`src/design/k_way_heap_merge_macros.svh`:
```
// ----------------------------------------------------------------------------
// k_way_heap_merge_macros
// Assertion macros for the heap merge engine; empty under synthesis.
// ----------------------------------------------------------------------------
`ifndef K_WAY_HEAP_MERGE_MACROS_SVH
`define K_WAY_HEAP_MERGE_MACROS_SVH

`ifndef SYNTHESIS
`define KWHM_ASSERT_IMP(label, clk, rstn, ante, cons, msg) \
    label: assert property (@(posedge clk) disable iff (!rstn) (ante) |-> (cons)) \
        else $error(msg);
`define KWHM_ASSERT_NXT(label, clk, rstn, ante, cons, msg) \
    label: assert property (@(posedge clk) disable iff (!rstn) (ante) |=> (cons)) \
        else $error(msg);
`else
`define KWHM_ASSERT_IMP(label, clk, rstn, ante, cons, msg)
`define KWHM_ASSERT_NXT(label, clk, rstn, ante, cons, msg)
`endif

`endif

```
`src/design/kwhm_pkg.sv`:
```
// ----------------------------------------------------------------------------
// kwhm_pkg
// Shared types, codes and widths of the heap merge engine.
// ----------------------------------------------------------------------------
`default_nettype none

package kwhm_pkg;

    localparam int DEF_MAX_WAYS = 16;
    localparam int KEY_W        = 32;
    localparam int SEQ_W        = 4;
    localparam int OP_W         = 2;
    localparam int STAT_W       = 2;
    localparam int S_TDATA_W    = ((SEQ_W + KEY_W + 7) / 8) * 8;

    typedef enum logic [OP_W-1:0] {
        OP_LOAD    = 2'd0,
        OP_BUILD   = 2'd1,
        OP_ADVANCE = 2'd2,
        OP_EXHAUST = 2'd3
    } op_t;

    typedef enum logic [STAT_W-1:0] {
        ST_OK    = 2'd0,
        ST_EMPTY = 2'd1,
        ST_FULL  = 2'd2
    } status_t;

    typedef enum logic [2:0] {
        S_IDLE,
        S_FETCH,
        S_TAKE,
        S_SIFT_RD,
        S_SIFT_CMP,
        S_DONE
    } state_t;

    typedef struct packed {
        logic signed [KEY_W-1:0] key;
        logic [SEQ_W-1:0]        seq;
    } entry_t;

    function automatic logic key_less(input entry_t a, input entry_t b);
        return a.key < b.key;
    endfunction

endpackage

`default_nettype wire

```
`src/design/k_way_heap_merge.sv`:
```
// ----------------------------------------------------------------------------
// k_way_heap_merge
// Min-heap engine for merging up to MAX_WAYS sorted sequences.
// ----------------------------------------------------------------------------
// One op is handled at a time; every op returns one result transaction with
// the root entry, the entry count and a status. Entries live in a memory with
// two registered read ports and one write port. A load, a rejected op or an
// exhausted that empties the heap goes from acceptance straight to S_DONE.
// A sift-down passes S_SIFT_RD and S_SIFT_CMP per level (read both children,
// then compare and write back through the single write port), at most
// log2(MAX_WAYS)+1 compare steps. Advance starts the sift at the root at once;
// exhausted first takes the last entry into the root slot through S_TAKE.
// Build runs one such sift, after S_FETCH and S_TAKE, for each of the count/2
// inner nodes, from the last one up to the root. The next op is accepted as
// soon as the result sits in the output register.
// ----------------------------------------------------------------------------
`default_nettype none

`include "k_way_heap_merge_macros.svh"

module k_way_heap_merge #(
    parameter int MAX_WAYS = kwhm_pkg::DEF_MAX_WAYS,
    localparam int NW      = $clog2(MAX_WAYS + 1),
    localparam int MDW     = ((kwhm_pkg::KEY_W + kwhm_pkg::SEQ_W + NW + 7) / 8) * 8
) (
    input  wire logic                           aclk,
    input  wire logic                           aresetn,
    input  wire logic                           s_tvalid,
    output logic                                s_tready,
    // seq_index[3:0], key[35:4]
    input  wire logic [kwhm_pkg::S_TDATA_W-1:0] s_tdata,
    // op[1:0]
    input  wire logic [kwhm_pkg::OP_W-1:0]      s_tuser,
    output logic                                m_tvalid,
    input  wire logic                           m_tready,
    // min_key[31:0], min_seq[35:32], entries[36+NW-1:36]
    output logic [MDW-1:0]                      m_tdata,
    // status[1:0]
    output logic [kwhm_pkg::STAT_W-1:0]         m_tuser
);

    localparam int AW = $clog2(MAX_WAYS);
    localparam int CW = AW + 2;

    kwhm_pkg::state_t  state_reg, state_next;
    logic [NW-1:0]     count_reg, count_next;
    logic [AW-1:0]     pos_reg, pos_next;
    logic [AW-1:0]     bld_reg, bld_next;
    logic              bld_mode_reg, bld_mode_next;
    kwhm_pkg::entry_t  x_reg, x_next;
    kwhm_pkg::entry_t  root_reg;
    kwhm_pkg::status_t status_reg, status_next;

    kwhm_pkg::op_t     in_op;
    kwhm_pkg::entry_t  in_ent;
    logic              s_acc;
    logic [CW-1:0]     lch;
    logic [CW-1:0]     rch;
    logic              l_ok, r_ok, take_l, take_r;
    kwhm_pkg::entry_t  cand;
    logic [NW-1:0]     half_m1;
    logic [NW-1:0]     cnt_m1;

    logic              mem_we;
    logic [AW-1:0]     mem_waddr;
    kwhm_pkg::entry_t  mem_wdata;
    logic [AW-1:0]     ra_addr, rb_addr;
    kwhm_pkg::entry_t  ra_data, rb_data;
    logic              out_push, out_free;

    assign in_op      = kwhm_pkg::op_t'(s_tuser);
    assign in_ent.seq = s_tdata[kwhm_pkg::SEQ_W-1:0];
    assign in_ent.key = s_tdata[kwhm_pkg::SEQ_W +: kwhm_pkg::KEY_W];
    assign s_tready   = (state_reg == kwhm_pkg::S_IDLE);
    assign s_acc      = s_tvalid && s_tready;

    assign lch     = {1'b0, pos_reg, 1'b1};
    assign rch     = lch + CW'(1);
    assign l_ok    = lch < CW'(count_reg);
    assign r_ok    = rch < CW'(count_reg);
    assign take_l  = l_ok && kwhm_pkg::key_less(ra_data, x_reg);
    assign cand    = take_l ? ra_data : x_reg;
    assign take_r  = r_ok && kwhm_pkg::key_less(rb_data, cand);
    assign half_m1 = (count_reg >> 1) - NW'(1);
    assign cnt_m1  = count_reg - NW'(1);

    always_comb begin
        state_next    = state_reg;
        count_next    = count_reg;
        pos_next      = pos_reg;
        bld_next      = bld_reg;
        bld_mode_next = bld_mode_reg;
        x_next        = x_reg;
        status_next   = status_reg;
        mem_we        = 1'b0;
        mem_waddr     = pos_reg;
        mem_wdata     = x_reg;
        ra_addr       = lch[AW-1:0];
        rb_addr       = rch[AW-1:0];
        out_push      = 1'b0;
        unique case (state_reg)
            kwhm_pkg::S_IDLE: begin
                if (s_acc) begin
                    status_next   = kwhm_pkg::ST_OK;
                    bld_mode_next = 1'b0;
                    state_next    = kwhm_pkg::S_DONE;
                    if (in_op == kwhm_pkg::OP_LOAD) begin
                        if (count_reg == NW'(MAX_WAYS)) begin
                            status_next = kwhm_pkg::ST_FULL;
                        end else begin
                            mem_we     = 1'b1;
                            mem_waddr  = count_reg[AW-1:0];
                            mem_wdata  = in_ent;
                            count_next = count_reg + NW'(1);
                        end
                    end else if (count_reg == '0) begin
                        status_next = kwhm_pkg::ST_EMPTY;
                    end else begin
                        unique case (in_op)
                            kwhm_pkg::OP_BUILD: begin
                                if (count_reg >= NW'(2)) begin
                                    bld_mode_next = 1'b1;
                                    bld_next      = half_m1[AW-1:0];
                                    state_next    = kwhm_pkg::S_FETCH;
                                end
                            end
                            kwhm_pkg::OP_ADVANCE: begin
                                x_next.key = in_ent.key;
                                x_next.seq = root_reg.seq;
                                pos_next   = '0;
                                state_next = kwhm_pkg::S_SIFT_RD;
                            end
                            default: begin
                                count_next = cnt_m1;
                                if (cnt_m1 != '0) begin
                                    ra_addr    = cnt_m1[AW-1:0];
                                    pos_next   = '0;
                                    state_next = kwhm_pkg::S_TAKE;
                                end
                            end
                        endcase
                    end
                end
            end
            kwhm_pkg::S_FETCH: begin
                ra_addr    = bld_reg;
                pos_next   = bld_reg;
                state_next = kwhm_pkg::S_TAKE;
            end
            kwhm_pkg::S_TAKE: begin
                x_next     = ra_data;
                state_next = kwhm_pkg::S_SIFT_RD;
            end
            kwhm_pkg::S_SIFT_RD: begin
                state_next = kwhm_pkg::S_SIFT_CMP;
            end
            kwhm_pkg::S_SIFT_CMP: begin
                mem_we = 1'b1;
                if (take_r) begin
                    mem_wdata  = rb_data;
                    pos_next   = rch[AW-1:0];
                    state_next = kwhm_pkg::S_SIFT_RD;
                end else if (take_l) begin
                    mem_wdata  = ra_data;
                    pos_next   = lch[AW-1:0];
                    state_next = kwhm_pkg::S_SIFT_RD;
                end else if (bld_mode_reg && bld_reg != '0) begin
                    bld_next   = bld_reg - AW'(1);
                    state_next = kwhm_pkg::S_FETCH;
                end else begin
                    state_next = kwhm_pkg::S_DONE;
                end
            end
            kwhm_pkg::S_DONE: begin
                if (out_free) begin
                    out_push   = 1'b1;
                    state_next = kwhm_pkg::S_IDLE;
                end
            end
            default: begin
                state_next = kwhm_pkg::S_IDLE;
            end
        endcase
    end

    always_ff @(posedge aclk) begin
        if (!aresetn) begin
            state_reg    <= kwhm_pkg::S_IDLE;
            count_reg    <= '0;
            bld_mode_reg <= 1'b0;
        end else begin
            state_reg    <= state_next;
            count_reg    <= count_next;
            bld_mode_reg <= bld_mode_next;
        end
    end

    always_ff @(posedge aclk) begin
        pos_reg    <= pos_next;
        bld_reg    <= bld_next;
        x_reg      <= x_next;
        status_reg <= status_next;
        if (mem_we && mem_waddr == '0) begin
            root_reg <= mem_wdata;
        end
    end

    kwhm_mem #(
        .DEPTH (MAX_WAYS)
    ) u_mem (
        .aclk    (aclk),
        .we      (mem_we),
        .waddr   (mem_waddr),
        .wdata   (mem_wdata),
        .ra_addr (ra_addr),
        .rb_addr (rb_addr),
        .ra_data (ra_data),
        .rb_data (rb_data)
    );

    kwhm_out #(
        .NW (NW)
    ) u_out (
        .aclk     (aclk),
        .aresetn  (aresetn),
        .push     (out_push),
        .root     (root_reg),
        .count    (count_reg),
        .status   (status_reg),
        .free     (out_free),
        .m_tvalid (m_tvalid),
        .m_tready (m_tready),
        .m_tdata  (m_tdata),
        .m_tuser  (m_tuser)
    );

    `KWHM_ASSERT_IMP(a_count_max, aclk, aresetn, 1'b1, count_reg <= NW'(MAX_WAYS), "entry count above capacity")
    `KWHM_ASSERT_IMP(a_load_addr, aclk, aresetn, mem_we && state_reg == kwhm_pkg::S_IDLE, mem_waddr == count_reg[AW-1:0], "load written off the heap tail")
    `KWHM_ASSERT_IMP(a_sift_pos, aclk, aresetn, state_reg == kwhm_pkg::S_SIFT_RD, CW'(pos_reg) < CW'(count_reg), "sift position outside heap")
    `KWHM_ASSERT_NXT(a_empty_done, aclk, aresetn, s_acc && count_reg == '0 && in_op != kwhm_pkg::OP_LOAD, state_reg == kwhm_pkg::S_DONE && status_reg == kwhm_pkg::ST_EMPTY, "op on empty heap not flagged")

endmodule

`default_nettype wire

```
`src/design/kwhm_mem.sv`:
```
// ----------------------------------------------------------------------------
// kwhm_mem
// Heap entry store: one write port, two registered read ports.
// ----------------------------------------------------------------------------
`default_nettype none

module kwhm_mem #(
    parameter int DEPTH = kwhm_pkg::DEF_MAX_WAYS,
    localparam int AW   = $clog2(DEPTH)
) (
    input  wire logic             aclk,
    input  wire logic             we,
    input  wire logic [AW-1:0]    waddr,
    input  wire kwhm_pkg::entry_t wdata,
    input  wire logic [AW-1:0]    ra_addr,
    input  wire logic [AW-1:0]    rb_addr,
    output kwhm_pkg::entry_t      ra_data,
    output kwhm_pkg::entry_t      rb_data
);

    kwhm_pkg::entry_t ram_reg [DEPTH];
    kwhm_pkg::entry_t ra_reg;
    kwhm_pkg::entry_t rb_reg;

    always_ff @(posedge aclk) begin
        if (we) begin
            ram_reg[waddr] <= wdata;
        end
        ra_reg <= ram_reg[ra_addr];
        rb_reg <= ram_reg[rb_addr];
    end

    assign ra_data = ra_reg;
    assign rb_data = rb_reg;

endmodule

`default_nettype wire

```
`src/design/kwhm_out.sv`:
```
// ----------------------------------------------------------------------------
// kwhm_out
// Result register: packs root, entry count and status into one transaction.
// ----------------------------------------------------------------------------
`default_nettype none

module kwhm_out #(
    parameter int NW     = 5,
    localparam int MDW   = ((kwhm_pkg::KEY_W + kwhm_pkg::SEQ_W + NW + 7) / 8) * 8
) (
    input  wire logic                          aclk,
    input  wire logic                          aresetn,
    input  wire logic                          push,
    input  wire kwhm_pkg::entry_t              root,
    input  wire logic [NW-1:0]                 count,
    input  wire kwhm_pkg::status_t             status,
    output logic                               free,
    output logic                               m_tvalid,
    input  wire logic                          m_tready,
    output logic [MDW-1:0]                     m_tdata,
    output logic [kwhm_pkg::STAT_W-1:0]        m_tuser
);

    logic                        valid_reg;
    logic                        valid_next;
    logic [MDW-1:0]              data_reg;
    logic [kwhm_pkg::STAT_W-1:0] user_reg;
    kwhm_pkg::entry_t            shown;

    assign free = !valid_reg || m_tready;

    always_comb begin
        shown = (count != '0) ? root : '0;
        valid_next = valid_reg;
        if (push) begin
            valid_next = 1'b1;
        end else if (m_tready) begin
            valid_next = 1'b0;
        end
    end

    always_ff @(posedge aclk) begin
        if (!aresetn) begin
            valid_reg <= 1'b0;
        end else begin
            valid_reg <= valid_next;
        end
    end

    always_ff @(posedge aclk) begin
        if (push) begin
            data_reg <= MDW'({count, shown.seq, shown.key});
            user_reg <= status;
        end
    end

    assign m_tvalid = valid_reg;
    assign m_tdata  = data_reg;
    assign m_tuser  = user_reg;

endmodule

`default_nettype wire
```
`config.mk`:
```
export PLATFORM = sky130hd
export DESIGN_NAME = k_way_heap_merge
export DESIGN_NICKNAME = d
export VERILOG_FILES = /design/src/design/kwhm_pkg.sv /design/src/design/k_way_heap_merge.sv /design/src/design/kwhm_mem.sv /design/src/design/kwhm_out.sv
export VERILOG_INCLUDE_DIRS = /design/src /design/src/design
export SDC_FILE = /design/constraint.sdc
export NUM_CORES = 1
export LEC_CHECK = 0
export CAP_MARGIN = 20
export CORE_AREA = 2 2 235 237
export CTS_BUF_LIST = sky130_fd_sc_hd__clkbuf_8
export DETAILED_ROUTE_END_ITERATION = 8
export DIE_AREA = 0 0 237 239
export DONT_BUFFER_PORTS = 1
export PLACE_DENSITY_LB_ADDON = 0.05
export REMOVE_ABC_BUFFERS = 1
export SLEW_MARGIN = 0
export SYNTH_ARGS = -nofsm -noshare
export SYNTH_HDL_FRONTEND = slang
export SYNTH_SLANG_ARGS = --single-unit
export TNS_END_PERCENT = 10
```
`constraint.sdc`:
```
create_clock -name aclk -period 8.35 [get_ports aclk]
set_input_delay 1.67 -clock aclk [delete_from_list [all_inputs] [get_ports aclk]]
set_output_delay 1.67 -clock aclk [all_outputs]
set_load 0.02 [all_outputs]
```
* After elaboration in Yosys (flattened, before gate mapping)
Memories as Yosys holds them, arrays and structs flattened. A register that Yosys moved wholly into a read port is not among the register bits.
Cells that the tools add are included.
** Word-level totals
- Input bits :: 46
- Logic and storage cells :: 144
- Memories :: 1
- Bits in registers :: 135
- Output and inout bits :: 52
- Bits in writable memories :: 576
** Operators by class
- Magnitude comparators :: 5
- $add $sub $neg :: 5
- Eq/ne operators :: 24
- Reduce and logical (&&, ||, !) cells :: 25
- Muxes and demuxes :: 70
** Memories
- u_mem.ram_reg :: depth 16, bits a word 36, read ports 2, clocked after Yosys merged registers in 2, write ports 1, line kwhm_mem.sv:21 : kwhm_pkg::entry_t ram_reg [DEPTH];
** Operators with widths (count)
- $mux W36 :: 9
- $pmux W36 S2 :: 2
- $mux W4 :: 23
- $lt A32 B32 Y1 :: 2
- $mux W3 :: 9
- $pmux W4 S2 :: 3
- $mux W5 :: 4
- $ne A2 B2 Y1 const B :: 9
- $pmux W3 S6 :: 1
- $mux W1 :: 14
- $pmux W4 S3 :: 1
- $ne A2 B1 Y1 const B :: 5
- $reduce_and A5 Y1 :: 2
- $reduce_bool A5 Y1 :: 2
- $reduce_and A9 Y1 :: 1
- $sub A4 B1 Y4 const B :: 2
- $reduce_and A7 Y1 :: 1
- $add A5 B1 Y6 const B :: 1
- $eq A3 B2 Y1 const B :: 2
- $eq A3 B3 Y1 const B :: 2
- $lt A6 B5 Y1 :: 1
- $pmux W3 S2 :: 1
- $reduce_bool A2 Y1 :: 3
- $add A5 B1 Y5 const B :: 1
- 22 further kinds :: 28

* Longest topological paths before layout
Gate-level depths: netlist of the first run.
- Depth in word-level cells :: 8
- Depth in mapped cells :: 26
- Gate-level depth less buffers :: 20

* Modules after synthesis
Synthesis of the first run repeated with hierarchy kept, for this count alone.
** Second synthesis, totals
- Cell total of the unflattened synthesis :: 2323
- Area, all modules :: 37424.6 sq um
** By module, submodules not included
- kwhm_mem :: sequential area each 18738.0 sq um, cells each 1277, area each 27232.4 sq um, times used 1
- k_way_heap_merge :: sequential area each 2642.5 sq um, cells each 947, area each 8455.6 sq um, times used 1
- kwhm_out :: sequential area each 1311.3 sq um, cells each 99, area each 1736.7 sq um, times used 1

* Least setup slack after synthesis of the first run
OpenSTA, ideal clock, no wires.
- Kind :: register to register
- Start :: register x_reg[21] in the netlist's numbering
- End :: memory u_mem.ram_reg[0][12] in the netlist's numbering (data pin)
- Stages on the path, launching flop included :: 25
- Setup slack :: 2.293 ns
- Arrival :: 5.766 ns
- Library setup time :: 0.291 ns
- Period minus slack after synthesis :: 6.057 ns
- Buffers on the path :: 5
- Data required time :: 8.059 ns
- Path through :: edfxtp_1 -> inv_1 -> ha_1 -> a21o_1 -> a221o_1 -> a221oi_1 -> nand2_1 -> or3_1 -> nand3_1 -> buf_2 -> buf_2 -> mux2i_1 -> ha_1 -> a21o_1 -> a221oi_2 -> o21ai_1 -> a221oi_2 -> nor2_1 -> or3_4 -> or4_4 -> buf_6 -> buf_6 -> buf_6 -> a31o_1 -> a21oi_1
** RTL lines
- from (decl) :: line k_way_heap_merge.sv:50 : kwhm_pkg::entry_t x_reg, x_next;
- from (signal assigned) :: line k_way_heap_merge.sv:201 : x_reg <= x_next;
- to (decl) :: line kwhm_mem.sv:21

==> results of run 1 <==
cell type report:
class                   count  area [sq um]  area share
clock inverters            88           423      0.0111
flip-flops and latches    747         21600       0.565
well taps                 704           881      0.0230
repair buffers             82           726      0.0190
clock buffers             131          1800      0.0471
inverters                  50           188     0.00490
multi-input cells        1330         12600       0.330
diodes                      1          2.50   0.0000654
metal layers:
metal / part of all wire / routed length [microns] / global-route usage / vias up
met5: 0.00015 / 13 / 0 / -
met4: 0.028 / 2410 / 0.110 / 2
met3: 0.076 / 6580 / 0.0587 / 145
met2: 0.47 / 40700 / 0.493 / 834
met1: 0.43 / 37100 / 0.427 / 10200
li1: - / - / - / 8985
Yosys cell counts, drive strengths merged (4+ instances only):
cell,n
nor2b,46
nor2,43
a21boi,4
a21oi,89
o21ai,28
mux2i,585
buf,79
nor3,14
nand4,9
xnor2,8
dfxtp,82
and2,11
a2111oi,4
mux4,72
and3,4
nand2,97
o21a,7
a32o,31
a31o,31
clkbuf,66
edfxtp,665
nand2b,9
xor2,4
o221ai,5
mux2,72
nand3,11
inv,49
a31oi,4
and4,6
ha,82
a21o,12
power by group through the flow:
stage	clock network, mW	logic, mW	registers (mW)
after CTS	2.94	7.66	5.71
after global placement	0	7.47	5.76
after detailed placement	0	7.61	5.78
after floorplan	0	5.37	5.81
final	2.89	7.74	5.72
after global routing	3.10	8.27	5.76
metrics by stage:
stage                     utilization  total power [mW]   TNS, ps  std cells
after floorplan                     -              11.2  -2245170       2127
after global placement          0.661              13.2         0       2905
after detailed placement        0.663              13.4         0       2909
after CTS                       0.704              16.3         0       3128
after global routing            0.704              17.1         0       3133
final                           0.704              16.3         0       3133
worst paths after layout:
path                 start             endpoint  cells past startpoint
max              x_reg[21]  u_mem.ram_reg[4][4]                     22
min          status_reg[0]     u_out.m_tuser[0]                      0
max reg2reg      x_reg[21]  u_mem.ram_reg[4][4]                     22
min reg2reg  status_reg[0]     u_out.m_tuser[0]                      0
logic make-up after synthesis:
kind of cell | count (synthesis) | share of synthesized area
AOI/OAI and AO/OA | 239 | 0.0477
xor gates and xnor gates | 12 | 0.00301
adders and majority gates | 82 | 0.0294
buffers and inverters | 195 | 0.0258
DFF | 747 | 0.619
muxes | 729 | 0.238
other | 1 | 0.000107
and+or+nand+nor | 261 | 0.0370
critical path: cells and delay by family, from the launching register on:
kind | cells | cell delay [ps]
flops | 1 | 410
fa+ha+maj | 2 | 470
mux | 1 | 170
simple gates | 7 | 2210
compound gates | 9 | 3080
buf+inv | 3 | 890
==> impl_summary.txt, run 1 <==
----------------------------------------------------
[Run]
  Maximum Capacitance Violations ... 0

[Timing]
  Tcrit/Tclk final ... 0.899
  Max Clock Skew ... between 40 and 50 ps
  Shortest period the worst path allows ... around 7500 ps
  Setup repair after global routing missed its margin ... no
  Relative slew margins ... 0.233
  Final setup margin ... about 850 ps
  Slew Limit Fails ... 0
  Fmax achieved ... 133 MHz
  Final setup violating endpoints ... 0
  Hold Violations, Final ... 0
  Transition time at the pin with the least slew margin ... roughly 1200 ps
  Worst-case hold slack ... between 400 and 500 ps

[Worst setup path]
  Element type at the critical path start ... flop
  Critical-path top delay cell ... or4_4
  Arr. time, crit path ... approximately 8000 ps
  Register-to-register setup slack ... 850 ps
  Type of destination of the critical path ... flop
  Type of the worst setup path ... reg2reg
  Maximum net fanout on the critical path ... 17
  Worst stage delay on the critical path ... ~600 ps
  CP required ... around 8800 ps
  Series of cell instances along the critical path ... inv_1 -> ha_1 -> a21o_1 -> a221o_1 -> a221oi_1 -> nand2_1 -> or3_1 -> nand3_2 -> buf_4 -> mux2i_1 -> ha_1 -> a21o_1 -> a21o_1 -> a21o_1 -> a221oi_2 -> nor2_1 -> or3_4 -> or4_4 -> a41oi_1 -> nand2b_1 -> o221ai_1 -> buf_4
  Top cell by count, worst path ... a21o_1

[Cells and area]
  Max reg flops ... 576
  Fraction of final layout cells with drive strength greater than 1 ... 0.171
  Most common cell after layout, fill and taps aside ... edfxtp_1
  Total of fill cells in the finished design ... approximately 3600
  Top library cells by usage in the layout, fill and taps aside ... 665 x edfxtp_1, 584 x mux2i_1, 131 x clkbuf_8
  Final design instance area without fill ... about 38000 sq um
  Area delta synth->final ... 9.68%
  Number of nets at the end of the flow ... 2455

[Floorplanning]
  Core box area ... between 50000 and 60000 sq um
  Number of rows in the core area ... 86
  Die height ... 239 microns
  # IOs ... 98
  Area enclosed by the die boundary ... 56600 sq um
  Initial core utilization ... 0.642
  Chip width ... approximately 240 microns

[Global routing]
  First-pass GRT wire length ... between 100000 and 150000 microns
  Global router's overall resource usage ... 0.308
  Number of global-route vias before repair ... a little over 20000
  Pin count of the biggest net entering global routing ... approximately 110
  Gr ovfl total ... 0
  Initial antenna violation count ... 2

[Route]
  Number of design-rule violations left by the first detailed-router iteration ... 1892
  Count of vias placed by the detailed router ... around 20000
  Post-route DRC violation count ... 0
  Routed WL per cell ... 27.7 microns
  Total wire length ... just under 90000 microns
  Detailed-routing iteration count for the pre-antenna-repair pass ... 6
  Number of nets still failing antenna checks after routing ... 0
  Ratio of routed vias to standard cells ... 6.45

[Power and ir drop]
  Clock Power Share ... 0.177
  Internal power of the cells ... approximately 10 mW
  Power dissipated by switching net loads ... approximately 6.2 mW
  Switching share of total power ... 0.381
  Flop pwr share ... 0.350
  Power per cell area ... about 430 nW/um^2
  Gate power share ... 0.473
  IR drop worst, VDD ... just over 500 uV
  Leakage component of the power ... 14.4 nW

[Min path]
  Hold WC Path Type ... reg2reg

[Place]
  Half-perimeter wire length after detailed placement ... around 50000 microns
  Post-Place Cell Area ... between 30000 and 40000 sq um
  Pre-CTS setup slack ... approximately 860 ps
  Last weighted congestion value of the routability-driven placer ... just under 0.9
  Number of input and output port buffers inserted ... 0

[Clock tree]
  Hold_buf cts ... 0
  Num CTS Buffers ... roughly 120
  Count of cells resized by post-cts repair ... 0
  Sinks on Clock Net ... 747
  Root Buffer Master ... clkbuf_8
  Clock latency at the later pin of the worst-skew pair ... roughly 740 ps
  Post-CTS Setup Bufs ... 0
  Clock-pin slew on the worst setup and hold paths ... 60 ps
  Clk buf depth ... 3
  TritonCTS clock tree ... built
  Depth of the CTS H-tree ... 3

[Logic synthesis]
  Synth Instances ... 2266
  Count of state elements after synthesis ... around 750
  Post-synth EDFFs ... between 600 and 700
  Share of the yosys chip area belonging to registers ... 0.619
  Largest area contributor in the netlist ... edfxtp_1
  Synth area leaders ... edfxtp_1 57%, mux2i_1 17%, dfxtp_1 4.7%
  Netlist cell types ... 65
  Synth Warn # ... 0
  Summed instance area of the synthesized netlist ... 34900 sq um
  Proportion of synthesized flip-flops having asynchronous set or reset ... 0
  Post-synthesis average cell area ... ~15 sq um
  Flip-flop cell with the highest count after synthesis ... edfxtp_1
  Area share of the largest cell type after synthesis ... 0.572

[Outcome]
  Status ... completed

----------------------------------------------------
Note: power is estimated with default switching activity, not from simulation.
==> inputs of run 2 (changes only) <==
Settings changed: BUFFER_PORTS_ARGS set to -buffer_cell sky130_fd_sc_hd__buf_2, DONT_BUFFER_PORTS 1 to unset.
==> impl_summary.txt, run 2 (synthesis gave the netlist of run 1 again) <==
----------------------------------------------------
[Place]
  Pre-CTS setup slack ... 963 ps (was 858 ps)
  Number of input and output port buffers inserted ... 86 (was 0)
  Last weighted congestion value of the routability-driven placer ... 0.933 (was 0.871)
  Half-perimeter wire length after detailed placement ... 50100 microns (was 49800 microns)

[Floorplanning]
  Die height ... 239 microns (unchanged)
  Chip width ... 237 microns (unchanged)
  Core box area ... 54300 sq um (unchanged)
  # IOs ... 98 (unchanged)
  Initial core utilization ... 0.642 (unchanged)
  Area enclosed by the die boundary ... 56600 sq um (unchanged)
  Number of rows in the core area ... 86 (unchanged)

[Route]
  Detailed-routing iteration count for the pre-antenna-repair pass ... 6 (unchanged)
  Ratio of routed vias to standard cells ... 6.42 (was 6.45)
  Number of nets still failing antenna checks after routing ... 0 (unchanged)
  Total wire length ... 86800 microns (unchanged)
  Post-route DRC violation count ... 0 (unchanged)
  Routed WL per cell ... 27.0 microns (was 27.7 microns)
  Count of vias placed by the detailed router ... 20700 (was 20200)
  Number of design-rule violations left by the first detailed-router iteration ... 2036 (was 1892)

[Timing]
  Max Clock Skew ... 29.8 ps (was 46.4 ps)
  Setup repair after global routing missed its margin ... no (unchanged)
  Worst-case hold slack ... 419 ps (was 426 ps)
  Fmax achieved ... 133 MHz (about the same)
  Hold Violations, Final ... 0 (unchanged)
  Shortest period the worst path allows ... 7500 ps (about the same)
  Relative slew margins ... 0.228 (was 0.233)
  Transition time at the pin with the least slew margin ... 1160 ps (was 1150 ps)
  Final setup violating endpoints ... 0 (unchanged)
  Slew Limit Fails ... 0 (unchanged)
  Final setup margin ... 853 ps (was 846 ps)
  Tcrit/Tclk final ... 0.898 (was 0.899)

[Clock tree]
  TritonCTS clock tree ... built (unchanged)
  Post-CTS Setup Bufs ... 0 (unchanged)
  Clk buf depth ... 3 (unchanged)
  Clock-pin slew on the worst setup and hold paths ... 60 ps (about the same)
  Num CTS Buffers ... 117 (was 116)
  Root Buffer Master ... clkbuf_8 (unchanged)
  Depth of the CTS H-tree ... 3 (unchanged)
  Hold_buf cts ... 0 (unchanged)
  Clock latency at the later pin of the worst-skew pair ... 720 ps (was 740 ps)
  Sinks on Clock Net ... 747 (unchanged)
  Count of cells resized by post-cts repair ... 0 (unchanged)

[Power and ir drop]
  Power per cell area ... 425 nW/um^2 (was 427 nW/um^2)
  IR drop worst, VDD ... 372 uV (was 511 uV)
  Final Total Pwr ... 16.5 mW (was 16.3 mW)
  Leakage component of the power ... 14.7 nW (was 14.4 nW)

[Global routing]
  Gr ovfl total ... 0 (unchanged)
  Pin count of the biggest net entering global routing ... 107 (was 106)
  Number of global-route vias before repair ... 20500 (was 20200)
  First-pass GRT wire length ... 128000 microns (was 127000 microns)
  Global router's overall resource usage ... 0.308 (about the same)
  Initial antenna violation count ... 1 (was 2)

[Worst setup path]
  CP required ... 8720 ps (was 8810 ps)
  Arr. time, crit path ... 7860 ps (was 7970 ps)
  Series of cell instances along the critical path ... inv_1 -> ha_1 -> a21o_1 -> a221o_1 -> a221oi_1 -> nand2_1 -> o21ai_1 -> nand3_2 -> buf_4 -> mux2i_1 -> ha_1 -> a21o_1 -> a21o_1 -> a221oi_2 -> nor2_1 -> or3_4 -> or4_4 -> buf_4 -> a311o_1 -> a21oi_1 (was inv_1 -> ha_1 -> a21o_1 -> a221o_1 -> a221oi_1 -> nand2_1 -> or3_1 -> nand3_2 -> buf_4 -> mux2i_1 -> ha_1 -> a21o_1 -> a21o_1 -> a21o_1 -> a221oi_2 -> nor2_1 -> or3_4 -> or4_4 -> a41oi_1 -> nand2b_1 -> o221ai_1 -> buf_4)
  Top cell by count, worst path ... a21o_1 (unchanged)
  Count of buffering cells on the critical path with inverters included ... 3 (unchanged)
  Type of destination of the critical path ... flop (unchanged)
  Critical-path top delay cell ... nand3_2 (was or4_4)
  Element type at the critical path start ... flop (unchanged)
  Worst stage delay on the critical path ... 640 ps (was 590 ps)
  Type of the worst setup path ... reg2reg (unchanged)
  Cell family with the largest share of critical-path delay ... compound AO/OA/AOI/OAI gates (unchanged)
  Maximum net fanout on the critical path ... 65 (was 17)

[Cells and area]
  Max reg flops ... 576 (unchanged)
  Area delta synth->final ... 11.2% (was 9.68%)
  Total of fill cells in the finished design ... 3550 (was 3562)
  Top library cells by usage in the layout, fill and taps aside ... 665 x edfxtp_1, 584 x mux2i_1, 127 x clkbuf_8 (was 665 x edfxtp_1, 584 x mux2i_1, 131 x clkbuf_8)
  Number of nets at the end of the flow ... 2545 (was 2455)
  Sequential Area ... 21600 sq um (unchanged)
  Core occupancy in the finished layout ... 0.714 (was 0.704)
  Most common cell after layout, fill and taps aside ... edfxtp_1 (unchanged)
  Area taken by multi-input logic gates ... 12600 sq um (unchanged)
  Fraction of final layout cells with drive strength greater than 1 ... 0.201 (was 0.171)

[Run]
  Maximum Capacitance Violations ... 0 (unchanged)

[Min path]
  Hold WC Path Type ... reg2reg (unchanged)

[Outcome]
  Status ... completed (unchanged)

----------------------------------------------------
[run 2: final timing paths]
path | start | cells after the start | end | slack (ps)
min | status_reg[0] | 0 | u_out.m_tuser[0] | 420
min reg2reg | status_reg[0] | 0 | u_out.m_tuser[0] | 420
max | x_reg[21] | 20 | pos_reg[3] | 850
max reg2reg | x_reg[21] | 20 | pos_reg[3] | 850
[run 2: metal layers]
layer / part of all wire / wire [microns] / vias to the layer above / track usage
met1: 0.43 / 36900 / 10400 / 0.439
li1: - / - / 9164 / -
met3: 0.070 / 6110 / 178 / 0.0457
met5: 0 / 0 / - / 0
met4: 0.030 / 2640 / 0 / 0.109
met2: 0.47 / 41100 / 897 / 0.489
[run 2: final cells by class]
type                       count  share of cell area
inverter                      50             0.00484
clock inverter                88              0.0131
timing repair buffer         171              0.0320
clock buffer                 127              0.0450
sequential                   747               0.557
multi-input combinational   1330               0.325
antenna                        1           0.0000645
tap                          704              0.0227
[run 2: stage by stage]
stage	area (sq um)	setup TNS, ps	cells
CTS	38700	0	3213
global placement	36400	0	2993
detailed placement	36500	0	2998
global route	38800	0	3218
finish	38800	0	3218
floorplan	34200	-2245170	2127
[run 2: power breakdown]
part	internal (mW)	total, mW	switching, mW	leakage, nW
logic	3.30	7.84	4.54	6.73
clock network	1.55	2.97	1.42	1.31
registers	5.37	5.69	0.325	6.71
